## src/hw/rtl/hlfs_pkg.sv

```systemverilog
`timescale 1ns / 1ps
`default_nettype none
// ----------------------------------------------------------------------------
// hlfs_pkg
// Shared types and constants for the hex length frame scanner.
// ----------------------------------------------------------------------------
package hlfs_pkg;

  // header is four hex characters, and its length counts those characters
  localparam int unsigned HDR_CHARS = 4;
  localparam logic [15:0] HDR_LEN   = 16'd4;
  // digits gathered before the last header character arrives
  localparam int unsigned ACC_BITS  = 12;
  localparam int unsigned OUT_COUNT_BITS = 16;

  // decoded hex character
  typedef struct packed {
    logic       ok;
    logic [3:0] val;
  } nibble_t;

  // one buffer result
  typedef struct packed {
    logic                      status;
    logic [OUT_COUNT_BITS-1:0] packet_count;
  } result_t;

  // ascii hex character to nibble, non-hex reads as zero and not ok
  function automatic nibble_t hex_nibble(input logic [7:0] c);
    nibble_t n;
    n.ok  = 1'b1;
    n.val = 4'd0;
    if (c >= 8'h30 && c <= 8'h39) begin
      n.val = 4'(c - 8'h30);
    end else if (c >= 8'h61 && c <= 8'h66) begin
      n.val = 4'(c - 8'h57);
    end else if (c >= 8'h41 && c <= 8'h46) begin
      n.val = 4'(c - 8'h37);
    end else begin
      n.ok = 1'b0;
    end
    return n;
  endfunction

endpackage
`default_nettype wire

```

## src/hw/rtl/hex_length_frame_scanner_top.sv

```systemverilog
`timescale 1ns / 1ps
`default_nettype none
// ----------------------------------------------------------------------------
// hex_length_frame_scanner_top
// Framing checker for buffers of packets with 4-character hex length headers.
// ----------------------------------------------------------------------------
// The scanner takes one byte per clock while in_stall is low, with no gaps
// between buffers. Each byte updates the registered framing state; the byte
// marked last produces one result (status, packet count), registered into
// the output entry of a two-entry buffer, or into its skid entry while the
// output side holds an earlier result. Input stalls only when both entries
// hold results not yet taken. Bytes after a framing error are skipped until
// the last byte; the count saturates at 2^COUNT_BITS-1 or 65535, whichever
// is smaller, and reads zero when status flags an error.
// ----------------------------------------------------------------------------
module hex_length_frame_scanner_top #(
  parameter int COUNT_BITS = 16
) (
  input  wire logic        clk,
  input  wire logic        rst_n,
  input  wire logic        in_valid,
  output logic             in_stall,
  input  wire logic [7:0]  in_data_byte,
  input  wire logic        in_last,
  output logic             out_valid,
  input  wire logic        out_stall,
  output logic             out_status,
  output logic [15:0]      out_packet_count
);
  import hlfs_pkg::*;

  logic    in_accept;
  logic    res_valid;
  result_t res;
  result_t out_data;
  logic    q_full;

  assign in_stall  = q_full;
  assign in_accept = in_valid & ~q_full;

  // framing state
  hlfs_scan_core #(
    .COUNT_BITS (COUNT_BITS)
  ) u_core (
    .clk       (clk),
    .rst_n     (rst_n),
    .accept    (in_accept),
    .data_byte (in_data_byte),
    .last      (in_last),
    .res_valid (res_valid),
    .res       (res)
  );

  // result buffer
  hlfs_out_queue u_queue (
    .clk       (clk),
    .rst_n     (rst_n),
    .push      (res_valid),
    .push_data (res),
    .full      (q_full),
    .out_valid (out_valid),
    .out_stall (out_stall),
    .out_data  (out_data)
  );

  assign out_status       = out_data.status;
  assign out_packet_count = out_data.packet_count;

endmodule
`default_nettype wire

```

## src/hw/rtl/hlfs_scan_core.sv

```systemverilog
`timescale 1ns / 1ps
`default_nettype none
// ----------------------------------------------------------------------------
// hlfs_scan_core
// Per-byte framing state update; emits one result on the last byte.
// ----------------------------------------------------------------------------
module hlfs_scan_core #(
  parameter int COUNT_BITS = 16
) (
  input  wire logic             clk,
  input  wire logic             rst_n,
  input  wire logic             accept,
  input  wire logic [7:0]       data_byte,
  input  wire logic             last,
  output logic                  res_valid,
  output hlfs_pkg::result_t     res
);
  import hlfs_pkg::*;

  // counter width, capped at the result field width
  localparam int CW = (COUNT_BITS < 16) ? COUNT_BITS : 16;
  localparam logic [CW-1:0] CAP = {CW{1'b1}};

  logic                in_body_r,  in_body_nxt;
  logic [1:0]          pos_r,      pos_nxt;
  logic [ACC_BITS-1:0] acc_r,      acc_nxt;
  logic                pend_r,     pend_nxt;
  logic [15:0]         body_r,     body_nxt;
  logic [CW-1:0]       cnt_r,      cnt_nxt;
  logic                err_r,      err_nxt;

  nibble_t     nib;
  logic        bad_digit;
  logic [15:0] plen;
  logic [15:0] body_dec;
  logic        err_fin;
  logic        count_inc;

  assign nib       = hex_nibble(data_byte);
  assign bad_digit = pend_r | ~nib.ok;
  assign plen      = {acc_r, nib.val};
  assign body_dec  = body_r - 16'd1;

  // next state for one accepted byte
  always_comb begin
    in_body_nxt = in_body_r;
    pos_nxt     = pos_r;
    acc_nxt     = acc_r;
    pend_nxt    = pend_r;
    body_nxt    = body_r;
    err_nxt     = err_r;
    count_inc   = 1'b0;
    res_valid   = 1'b0;
    res         = '0;
    err_fin     = 1'b0;
    cnt_nxt     = cnt_r;

    if (accept) begin
      if (!err_r) begin
        if (in_body_r) begin
          // skip body byte
          body_nxt = body_dec;
          if (body_dec == 16'd0) begin
            in_body_nxt = 1'b0;
            count_inc   = 1'b1;
          end
        end else if (pos_r == 2'(HDR_CHARS - 1)) begin
          // header complete
          pos_nxt  = 2'd0;
          acc_nxt  = '0;
          pend_nxt = 1'b0;
          if (bad_digit || plen < HDR_LEN) begin
            err_nxt = 1'b1;
          end else if (plen == HDR_LEN) begin
            count_inc = 1'b1;
          end else begin
            body_nxt    = plen - HDR_LEN;
            in_body_nxt = 1'b1;
          end
        end else begin
          // gather header digit
          pos_nxt  = pos_r + 2'd1;
          acc_nxt  = plen[ACC_BITS-1:0];
          pend_nxt = bad_digit;
        end
      end

      // saturating packet count
      if (count_inc && cnt_r != CAP) begin
        cnt_nxt = cnt_r + CW'(1);
      end

      // end of buffer: report and return to reset state
      if (last) begin
        err_fin          = err_nxt | (in_body_nxt && body_nxt != 16'd0);
        res_valid        = 1'b1;
        res.status       = err_fin;
        res.packet_count = err_fin ? '0 : OUT_COUNT_BITS'(cnt_nxt);
        in_body_nxt      = 1'b0;
        pos_nxt          = 2'd0;
        acc_nxt          = '0;
        pend_nxt         = 1'b0;
        body_nxt         = '0;
        cnt_nxt          = '0;
        err_nxt          = 1'b0;
      end
    end
  end

  // state registers
  always_ff @(posedge clk) begin
    if (!rst_n) begin
      in_body_r <= 1'b0;
      pos_r     <= 2'd0;
      acc_r     <= '0;
      pend_r    <= 1'b0;
      body_r    <= '0;
      cnt_r     <= '0;
      err_r     <= 1'b0;
    end else begin
      in_body_r <= in_body_nxt;
      pos_r     <= pos_nxt;
      acc_r     <= acc_nxt;
      pend_r    <= pend_nxt;
      body_r    <= body_nxt;
      cnt_r     <= cnt_nxt;
      err_r     <= err_nxt;
    end
  end

endmodule
`default_nettype wire

```

## src/hw/rtl/hlfs_out_queue.sv

```systemverilog
`timescale 1ns / 1ps
`default_nettype none
// ----------------------------------------------------------------------------
// hlfs_out_queue
// Two-entry result buffer: output register plus skid register.
// ----------------------------------------------------------------------------
module hlfs_out_queue (
  input  wire logic              clk,
  input  wire logic              rst_n,
  input  wire logic              push,
  input  wire hlfs_pkg::result_t push_data,
  output logic                   full,
  output logic                   out_valid,
  input  wire logic              out_stall,
  output hlfs_pkg::result_t      out_data
);
  import hlfs_pkg::*;

  logic    head_valid_r, head_valid_nxt;
  logic    skid_valid_r, skid_valid_nxt;
  result_t head_r,       head_nxt;
  result_t skid_r,       skid_nxt;
  logic    pop;

  assign pop       = head_valid_r & ~out_stall;
  assign full      = skid_valid_r;
  assign out_valid = head_valid_r;
  assign out_data  = head_r;

  // buffer control; a push only comes while the skid entry is free
  always_comb begin
    head_valid_nxt = head_valid_r;
    skid_valid_nxt = skid_valid_r;
    head_nxt       = head_r;
    skid_nxt       = skid_r;
    if (skid_valid_r) begin
      if (pop) begin
        head_nxt       = skid_r;
        skid_valid_nxt = 1'b0;
      end
    end else if (!head_valid_r || pop) begin
      head_valid_nxt = push;
      head_nxt       = push_data;
    end else if (push) begin
      skid_valid_nxt = 1'b1;
      skid_nxt       = push_data;
    end
  end

  // control flags
  always_ff @(posedge clk) begin
    if (!rst_n) begin
      head_valid_r <= 1'b0;
      skid_valid_r <= 1'b0;
    end else begin
      head_valid_r <= head_valid_nxt;
      skid_valid_r <= skid_valid_nxt;
    end
  end

  // payload
  always_ff @(posedge clk) begin
    head_r <= head_nxt;
    skid_r <= skid_nxt;
  end

endmodule
`default_nettype wire
```

## config.mk

```make
export PLATFORM = sky130hd
export DESIGN_NAME = hex_length_frame_scanner_top
export DESIGN_NICKNAME = d
export VERILOG_FILES = /design/src/hw/rtl/hlfs_pkg.sv /design/src/hw/rtl/hex_length_frame_scanner_top.sv /design/src/hw/rtl/hlfs_scan_core.sv /design/src/hw/rtl/hlfs_out_queue.sv
export SDC_FILE = /design/constraint.sdc
export NUM_CORES = 1
export LEC_CHECK = 0
export BUFFER_PORTS_ARGS = -buffer_cell sky130_fd_sc_hd__buf_2
export CORE_MARGIN = 1
export CORE_UTILIZATION = 36
export DETAILED_ROUTE_END_ITERATION = 16
export PLACE_DENSITY = 0.54
export RECOVER_POWER = 25
export SYNTH_ARGS = -nofsm -noshare
export SYNTH_HDL_FRONTEND = slang
export SYNTH_SLANG_ARGS = --single-unit
```

## constraint.sdc

```tcl
create_clock -name clk -period 6.9 [get_ports clk]
set_clock_uncertainty 0.15 [all_clocks]
set_input_delay 1.38 -clock clk [delete_from_list [all_inputs] [get_ports clk]]
set_output_delay 1.38 -clock clk [all_outputs]
set_load 0.02 [all_outputs]
```

# == Word level (Yosys, flattened, before mapping) ==
# Cells that the tools add are included.
# totals
n_memories,0
ff_bits,85
latch_bits,0
rom_bits,0
in_bits,13
wordCells,116
ram_bits,0
# classes
order_cmp,7
eq_ne,6
multipliers,0
bitwise_logic,8
n_mux,60
shifts,0
n_reduce_logical,15
div,0
add_sub_neg,7
# op_table
op,n
two-way mux 16 bit,10
two-way mux 17 bit,5
two-way mux 12 bit,4
two-way mux 1 bit,34
adder 16 x 1 -> 16 bit (second input constant),1
equality test 16 x 3 -> 1 bit (second input constant),1
greater-or-equal comparator 8 x 7 -> 1 bit (second input constant),2
less-or-equal comparator 8 x 7 -> 1 bit (second input constant),2
zero test 16 bit,1
< comparator 16 x 3 -> 1 bit (second input constant),1
inequality test 16 bit (second input constant),1
nonzero test 16 bit,1
subtractor 16 x 1 -> 16 bit (second input constant),1
subtractor 16 x 3 -> 16 bit (second input constant),1
two-way mux 4 bit,3
greater-or-equal comparator 8 x 6 -> 1 bit (second input constant),1
less-or-equal comparator 8 x 6 -> 1 bit (second input constant),1
two-way mux 2 bit,4
subtractor 4 x 3 -> 4 bit (second input constant),2
inequality test 2 bit (second input constant),3
AND reduction 3 bit,2
logical AND 1 bit,5
inverter 1 bit,4
AND reduction 2 bit,2
other kinds (8),11

# == Logic depth before layout (Yosys ltp) ==
# Gate-level depths: netlist of the first run.
# depth
word_depth,21
mapped_depth,19
ltp_nobuf,16

# == Hierarchy ==
# From an unflattened synthesis of the first run, not the netlist that was laid out.
# hier_totals
cells_unflattened,563
area_unflattened_um2,5257.5
# by_module_without_submodules
mod,area_per_inst_um2,n_inst,cells_each,seq_area_each_um2
hlfs_scan_core,3831.2,1,498,980.9
hlfs_out_queue,1412.6,1,64,1061.0
hex_length_frame_scanner_top,13.8,1,1,0.0

# == Least setup slack after synthesis of the first run ==
# OpenSTA, ideal clock, no wires.
# synth_timing
path_type,input to register
start,in in_data_byte[1]
end,"reg u_queue.skid_r[16] in the netlist's numbering, data pin"
n_path_buf,3
cell_stages,19
setup_time_ns,0.255
arrival_time_ns,5.092
path_slack_ns,1.403
path_cell_list,inv_1 ha_1 nor3b_1 a311o_2 o22ai_1 a21oi_1 ha_1 or4b_1 clkbuf_1 o41ai_2 a21oi_4 and2_4 buf_6 o311ai_4 o22ai_2 nor4b_4 a31oi_4 buf_6 and2_1
# synth_rtl
item,line_no,rtl
from (decl),hex_length_frame_scanner_top.sv:23,"input wire logic [7:0] in_data_byte,"
to (signal assigned),hlfs_out_queue.sv:64,skid_r <= skid_nxt;
to (decl),hlfs_out_queue.sv:22,"result_t skid_r, skid_nxt;"

==> flow_summary.json, run 1 <==
{
  "run_status": "complete, but fails checks",
  "failed_checks": "capacitance limit, slew limit",
  "fin_setup_tns_ns": 0,
  "placed_area_sq_um": 5620,
  "p_leak_nw": 2.16,
  "cp.arrival_ns": 5.99,
  "cts_sinks": 85,
  "finalMaxSlewViolations": 19,
  "cp-startpoint": "in_data_byte[0]",
  "grt_max_degree": 52,
  "drtIter0Drc": 412,
  "cts_tree": "built",
  "layout-drive-gt1-share_pct": 11.2,
  "setup_viol": 0,
  "post_cts_buffers": 0,
  "final_common_cell": "nand2_1",
  "drv_cap": 1,
  "tightest_slew_ns": 1.66,
  "stdcell_count": 819,
  "rr_startpoint": "u_core.body_r[0]",
  "synth_enable_flop_cells": 34,
  "reg2reg_slack_ns": 2.88,
  "wirelength_microns": 13800,
  "syn_to_final_growth_pct": 9.75,
  "synth-main-ff-cell": "dfxtp_1",
  "gp_congestion": 0.914,
  "fill_cells": 1502,
  "syn-num-nets": 646,
  "start_util_pct": 36.9,
  "dpl.hpwl_microns": 9900,
  "whs_endpoint": "u_core.cnt_r[8]",
  "yosys_register_bits": 85,
  "vias": 4657,
  "die_w_microns": 124,
  "synth-seq-area-share_pct": 38.1,
  "firstDrtPassIters": 5,
  "die_area_sq_um": 15400,
  "die_h_microns": 124,
  "ant_nets": 0,
  "netlist_instances": 624,
  "final_util_pct": 40.5,
  "period_share_pct": 86.3,
  "ctsHoldBuffers": 0,
  "worstSetupPathType": "in -> reg",
  "endpoint_kind": "flop",
  "finalPower_w": 0.00110,
  "portBuffers": 31,
  "grt-ovfl-total": 0,
  "placementRows": 44,
  "place_inst": 803,
  "n_antenna_cell": 0,
  "final_cell_mix": "80 x nand2_1, 52 x nor2_1, 51 x dfxtp_1, 34 x edfxtp_1, 32 x o21ai_0",
  "grt_first_pass_wirelength_microns": 22600,
  "fin_area_sq_um": 5890,
  "wl_per_cell_microns": 16.8,
  "via_per_inst": 5.69,
  "rsz0062_at_grt": "no",
  "hp-class": "reg -> reg",
  "required_ns": 6.94,
  "grt_pass1_vias": 4274,
  "clk_path_buf_depth": 2,
  "synth.avg_cell_area_sq_um": 8.60,
  "min_period_ns": 5.95,
  "reg2reg_to": "u_queue.out_data[1]",
  "hold_violations": 0,
  "core_area_sq_um": 14500,
  "hold_depth": 2,
  "drc_errors": 0,
  "cts_buffers": 9,
  "ir_drop_uv": 117,
  "reg2reg_depth": 11,
  "slew_headroom_pct": -14.1,
  "clk_transition_reported_paths_ns": 0.06,
  "nets": 652,
  "netlist_area_sq_um": 5370,
  "cts_resized": 0,
  "ios": 32,
  "yosysUniqueCellTypes": 82,
  "cts-root-buf": "clkbuf_16",
  "synthArstFlopShare_pct": 0,
  "hold_start": "u_core.cnt_r[8]",
  "start_kind": "input port",
  "ys_warn_count": 0,
  "fmax_mhz": 168,
  "critPathMaxFanout": 11,
  "powerDensity_nw_per_um2": 188,
  "cts_htree_levels": 3,
  "antenna_found_initial": 0,
  "insertion_delay_ns": 0.34,
  "grt.total_usage_pct": 19.1
}
## sequential cells by signal, summed over array words and instances, names as in the netlist
name,flops
u_core.acc_r,12
u_core.body_r,16
u_core.cnt_r,16
u_core.err_r,1
u_core.in_body_r,1
u_core.pend_r,1
u_core.pos_r,2
u_queue.full,1
u_queue.out_data,17
u_queue.out_valid,1
u_queue.skid_r,17
## metal layers
layer / vias to the layer above / track usage, % / part of all wire, %
met5: - / 0 / 0
met2: 160 / 29.7 / 46
met1: 2190 / 26.1 / 47
li1: 2285 / - / -
met3: 22 / 3.53 / 5.5
met4: 0 / 7.37 / 2.0
## cell type report
type	instances	area (sq um)	area share [%]
Clock inverter	6	76.3	1.30
Clock buffer	10	229	3.89
Timing Repair Buffer	40	194	3.29
Multi-Input combinational cell	480	3060	52.0
Inverter	14	52.6	0.892
Sequential cell	85	2040	34.7
Tap cell	184	230	3.91
## worst max-delay path, stage by stage
cell and delay, ns:
buf_2 0.15, inv_1 0.09, ha_1 0.19, nor3b_1 0.28, a311o_2 0.28, o22ai_1 0.10
a21oi_1 0.28, ha_1 0.25, or4b_1 0.59, o41ai_2 0.49, a21oi_4 0.08, a21oi_2 0.30
nor2_1 0.17, o221a_1 0.35, nor4_2 0.37, a31oi_4 0.25, buf_4 0.25, o21ai_2 0.14
## report_power, final
part           switching, W  internal [W]
clock              0.000214      0.000288
sequential       0.00000323      0.000527
combinational     0.0000502     0.0000225
## worst max path at each step
stage	endpoint	slack [ns]
4_1_cts	u_queue.out_data[10]	1.0
3_5_place_dp	u_queue.out_data[10]	0.65
6_report	u_queue.out_data[10]	0.95
5_1_grt	u_queue.out_data[10]	0.68
2_1_floorplan	u_queue.skid_r[16]	1.40
3_3_place_gp	u_queue.out_data[6]	0.82
## cells by family after synthesis
kind of cell	Yosys count	share of synthesized area, %
AO/OA/AOI/OAI	161	22.5
XOR/XNOR	26	4.24
adder cells (fa/ha/maj)	9	2.10
buffers and inverters	59	4.83
flip-flops	85	38.1
multiplexers	7	1.33
AND/OR/NAND/NOR	277	27.0
## cells in the mapped netlist, drive strengths merged (11+ instances only)
cell	n	share of area, %
clkbuf	34	2.4
nor3	31	2.9
a22oi	21	2.9
o21ai	53	5.9
buf	11	1.4
a21boi	16	2.2
dfxtp	51	19
nor2	52	3.6
inv	14	0.98
a21oi	19	2.1
edfxtp	34	19
nand3	14	1.3
nand2	80	5.6
and2	13	1.6
nor2b	28	3.3
xor2	17	2.8
## metrics by stage
step                      hold slack, ns  worst slack, ns
final                              0.359            0.946
after global routing               0.395            0.685
after CTS                          0.363            0.998
after detailed placement           0.354            0.645
after global placement             0.345            0.823
after floorplan                    0.318             1.40
(Power assumes the default switching activity.)
==> run 2: changes to the inputs <==
--- a/config.mk
+++ b/config.mk
@@ -5,6 +5,7 @@
 export SDC_FILE = /design/constraint.sdc
 export NUM_CORES = 1
 export LEC_CHECK = 0
+export ABC_AREA = 1
 export BUFFER_PORTS_ARGS = -buffer_cell sky130_fd_sc_hd__buf_2
 export CORE_MARGIN = 1
 export CORE_UTILIZATION = 36
==> flow_summary.json, run 2 <==
{
  "start_util_pct": 36.7,
  "ir_drop_uv": 116,
  "ctsHoldBuffers": 0,
  "hold_violations": 0,
  "synth-main-ff-cell": "dfxtp_1",
  "endpoint_kind": "flop",
  "grt_max_degree": 51,
  "layout-drive-gt1-share_pct": 9.90,
  "synth.most_common_cell": "nand2_1",
  "die_h_microns": 126,
  "cp-startpoint": "in_data_byte[0]",
  "min_period_ns": 5.15,
  "cts_tree": "built",
  "cts-root-buf": "clkbuf_16",
  "drtIter0Drc": 317,
  "run_status": "finished clean",
  "synth_common_cells": "243 x nand2_1, 110 x inv_1, 84 x nand3_1",
  "hold_depth": 1,
  "slew_headroom_pct": 38.4,
  "drv_cap": 0,
  "final_cell_mix": "243 x nand2_1, 110 x inv_1, 84 x nand3_1, 56 x a21oi_1, 53 x nor2_1",
  "rsz0062_at_grt": "no",
  "portBuffers": 31,
  "yosysTopAreaCellShare_pct": 18.4,
  "fin_setup_tns_ns": 0,
  "fmax_mhz": 194,
  "synthArstFlopShare_pct": 0,
  "n_antenna_cell": 0,
  "grt-ovfl-total": 0,
  "syn-num-nets": 826,
  "grt_pass1_vias": 4576,
  "yosysUniqueCellTypes": 40,
  "ios": 32,
  "final_common_cell": "nand2_1",
  "placementRows": 45,
  "insertion_delay_ns": 0.35,
  "cp.arrival_ns": 5.10,
  "clk_transition_reported_paths_ns": 0.07,
  "clk_path_buf_depth": 2,
  "hp-class": "reg -> reg",
  "cts_resized": 0,
  "worstSetupPathType": "in -> reg",
  "via_per_inst": 4.88,
  "tightest_slew_ns": 0.921,
  "vias": 4962,
  "yosysTopAreaCell": "dfxtp_1",
  "fill_cells": 1579,
  "start_kind": "input port",
  "p_leak_nw": 2.93,
  "setup_viol": 0,
  "die_w_microns": 126,
  "firstDrtPassIters": 5,
  "core_area_sq_um": 15100,
  "wirelength_microns": 13600,
  "yosys_register_bits": 85,
  "cts_sinks": 85,
  "crit_path_end": "u_queue.out_data[5]",
  "netlist_instances": 804,
  "critPathMaxFanout": 21,
  "placed_area_sq_um": 5840,
  "dpl.hpwl_microns": 9580,
  "synth_area_leaders": "dfxtp_1 18%, edfxtp_1 18%, nand2_1 16%, nand3_1 7.6%, inv_1 7.4%",
  "drc_errors": 0,
  "ant_nets": 0,
  "reg2reg_to": "u_queue.out_data[5]",
  "reg2reg_slack_ns": 3.06,
  "die_area_sq_um": 15900,
  "powerDensity_nw_per_um2": 183,
  "nets": 845,
  "reg2reg_depth": 15,
  "grt_first_pass_wirelength_microns": 23000,
  "synth.avg_cell_area_sq_um": 6.91,
  "rr_startpoint": "u_core.body_r[0]",
  "synth_enable_flop_cells": 34,
  "cts_buffers": 9,
  "synth-seq-area-share_pct": 36.7,
  "period_share_pct": 74.6,
  "finalMaxSlewViolations": 0,
  "syn_to_final_growth_pct": 10.2,
  "fin_area_sq_um": 6120,
  "required_ns": 6.85,
  "cts_htree_levels": 3,
  "gp_congestion": 0.832,
  "wl_per_cell_microns": 13.4,
  "antenna_found_initial": 0,
  "post_cts_buffers": 0,
  "netlist_area_sq_um": 5560,
  "ys_warn_count": 0,
  "grt.total_usage_pct": 18.0
}
## run 2: cell types whose count changed after synthesis, sizes merged, moves of 28 or more
cell   previous run  this run
inv              14       115
nor2b            28         0
a21oi            19        58
nand2            80       255
nand3            14       103
o21ai            53        14
## run 2: power by group
part / internal (W) / switching [W]
Sequential: 0.000525 / 0.00000271
Combinational: 0.0000187 / 0.0000496
Clock: 0.000290 / 0.000235
Total: 0.000834 / 0.000288
## run 2: worst max-delay path, cell delays in order
cell and delay (ns):
buf_2 0.13, inv_1 0.06, ha_1 0.22, nand2_1 0.08
nand3_2 0.10, nand2_4 0.11, nand2_1 0.05, nand2_1 0.07
nand3_2 0.22, inv_1 0.19, ha_1 0.16, nand4_1 0.10
nor3_2 0.20, nand3_4 0.18, o21ai_0 0.23, nand4_1 0.68
inv_2 0.50, nand2_1 0.12, nand3_1 0.08, inv_1 0.04
nand3_1 0.11, nand2_1 0.06
## run 2: cell type report
class,instances,area (sq um),area share [%]
clock buffers,9,225,3.68
clock inverters,7,86.3,1.41
inverters,117,439,7.17
multi-input cells,573,2920,47.7
flip-flops and latches,85,2040,33.3
well taps,188,235,3.84
repair buffers,37,176,2.88
## run 2: kinds of logic (layout without fill, tap and decap cells)
| family | Yosys count | after routing | share of synthesized area, % |
|---|---|---|---|
| flops | 85 | 85 | 36.7 |
| compound gates | 87 | 87 | 8.47 |
| simple gates | 449 | 449 | 37.4 |
| buf+inv | 146 | 170 | 10.9 |
| xor+xnor | 28 | 28 | 4.41 |
| fa+ha+maj | 9 | 9 | 2.03 |
## run 2: per-layer routing
| metal | up-vias | global-route usage [%] | part of all wire [%] |
|---|---|---|---|
| li1 | 2614 | - | - |
| met1 | 2232 | 26.1 | 53 |
| met2 | 101 | 26.8 | 41 |
| met3 | 15 | 3.27 | 4.1 |
| met4 | 0 | 5.81 | 1.2 |
| met5 | - | 0 | 0 |
## run 2: worst min path at each step
stage,from,end
after global placement,u_core.pos_r[0],u_core.pos_r[0]
after CTS,u_core.pos_r[1],u_core.pos_r[1]
after detailed placement,u_core.pos_r[0],u_core.pos_r[0]
after global routing,u_core.cnt_r[6],u_core.cnt_r[6]
final,u_core.pos_r[0],u_core.pos_r[0]
after floorplan,u_core.pos_r[0],u_core.pos_r[0]
## run 2: per-stage QoR
step / total power (W) / setup slack [ns] / hold WS (ns) / utilization [%] / std cells
after floorplan: 0.000587 / 2.61 / 0.278 / - / 804
after global placement: 0.000609 / 1.48 / 0.301 / 38.5 / 1000
after detailed placement: 0.000609 / 1.37 / 0.306 / 38.5 / 1000
after CTS: 0.00113 / 1.73 / 0.321 / 40.6 / 1016
after global routing: 0.00116 / 1.21 / 0.359 / 40.4 / 1016
final: 0.00112 / 1.75 / 0.319 / 40.4 / 1016
==> run 3: changes to the inputs <==
==> constraint.sdc (replaced) <==
create_clock -name clk -period 4.8 [get_ports clk]
set_clock_uncertainty 0.15 [all_clocks]
set_input_delay 0.96 -clock clk [delete_from_list [all_inputs] [get_ports clk]]
set_output_delay 0.96 -clock clk [all_outputs]
set_load 0.02 [all_outputs]
==> flow_summary.json, run 3 (synthesis gave the netlist of run 2 again) <==
{
  "ios": 32,
  "finalMaxSlewViolations": 0,
  "antenna_found_initial": 0,
  "post_cts_buffers": 0,
  "tightest_slew_ns": 1.03,
  "vias": 4940,
  "gp_congestion": 0.844,
  "p_leak_nw": 2.95,
  "syn_to_final_growth_pct": 10.7,
  "drtIter0Drc": 390,
  "fin_setup_tns_ns": 0,
  "crit_slowest_cell": "ha_1",
  "nets": 848,
  "cts_sinks": 85,
  "cp.arrival_ns": 4.17,
  "ir_drop_uv": 208,
  "worstSetupPathType": "in -> reg",
  "slew_headroom_pct": 31.5,
  "clk_path_buf_depth": 2,
  "fmax_mhz": 238,
  "firstDrtPassIters": 5,
  "setup_viol": 0,
  "cts_buffers": 9,
  "start_util_pct": 36.7,
  "wl_per_cell_microns": 13.3,
  "wirelength_microns": 13600,
  "portBuffers": 31,
  "ant_nets": 0,
  "final_common_cell": "nand2_1",
  "endpoint_kind": "flop",
  "cts_resized": 0,
  "cts_htree_levels": 3,
  "die_h_microns": 126,
  "clk_transition_reported_paths_ns": 0.07,
  "die_area_sq_um": 15900,
  "cpMostUsedCell": "nand2_1",
  "powerDensity_nw_per_um2": 261,
  "start_kind": "input port",
  "holdWs_ns": 0.323,
  "placementRows": 45,
  "insertion_delay_ns": 0.35,
  "hold_violations": 0,
  "period_share_pct": 87.6,
  "rsz0062_at_grt": "no",
  "hp-class": "reg -> reg",
  "cts-root-buf": "clkbuf_16",
  "n_antenna_cell": 0,
  "grt.total_usage_pct": 17.8,
  "core_area_sq_um": 15100,
  "grt-ovfl-total": 0,
  "required_ns": 4.76,
  "via_per_inst": 4.85,
  "drv_cap": 0,
  "grt_max_degree": 37,
  "drc_errors": 0,
  "cts_tree": "built",
  "min_period_ns": 4.21,
  "critPathMaxFanout": 17,
  "grt_pass1_vias": 4441,
  "run_status": "finished clean",
  "cpPeakStageDelay_ns": 0.22,
  "final_cell_mix": "243 x nand2_1, 110 x inv_1, 84 x nand3_1, 56 x a21oi_1, 54 x nor2_1",
  "dpl.hpwl_microns": 9760,
  "die_w_microns": 126,
  "ctsHoldBuffers": 0,
  "layout-drive-gt1-share_pct": 10.2,
  "grt_first_pass_wirelength_microns": 22800
}
## run 3: worst paths after layout
kind                                        from                    to  slack, ns  depth (start not counted)
worst min register to register   u_core.pos_r[0]       u_core.pos_r[0]       0.32                          1
worst max register to register  u_core.body_r[1]   u_queue.out_data[3]       1.54                         16
worst min-delay path             u_core.pos_r[0]       u_core.pos_r[0]       0.32                          1
worst max-delay path             in_data_byte[0]  u_queue.out_data[16]       0.59                         28
## run 3: stage by stage
| step | setup slack (ns) | cells | cell area, sq um | total power [W] | util [%] |
|---|---|---|---|---|---|
| CTS | 0.622 | 1019 | 6170 | 0.00163 | 40.8 |
| detailed placement | 0.260 | 1003 | 5860 | 0.000876 | 38.7 |
| floorplan | 0.931 | 804 | 5560 | 0.000844 | - |
| global placement | 0.368 | 1003 | 5860 | 0.000877 | 38.7 |
| global route | 0.289 | 1019 | 6150 | 0.00166 | 40.6 |
| finish | 0.593 | 1019 | 6150 | 0.00161 | 40.6 |
## run 3: report_power, final
part           leakage [nW]  switching [W]  internal, W
registers             0.805     0.00000390     0.000754
logic                  1.99      0.0000714    0.0000274
clock network         0.156       0.000330     0.000418
total                  2.95       0.000405      0.00120
## run 3: layout make-up
class                      count  area [sq um]
timing repair buffer          40           200
clock buffer                   9           225
tap                          188           235
inverter                     117           439
clock inverter                 7          92.6
sequential                    85          2040
fill                        1589          8990
multi-input combinational    573          2920
## run 3: worst max-delay path: cells and delay by family
kind | cells | cell delay (ns)
fa+ha+maj | 2 | 0.43
buf+inv | 4 | 0.56
simple gates | 22 | 2.20
## run 3: routing by layer
layer  routed length [microns]  track usage, %
met1                      7360            26.8
met2                      5590            26.1
met3                       492            2.89
met4                       151            4.89
met5                         0               0
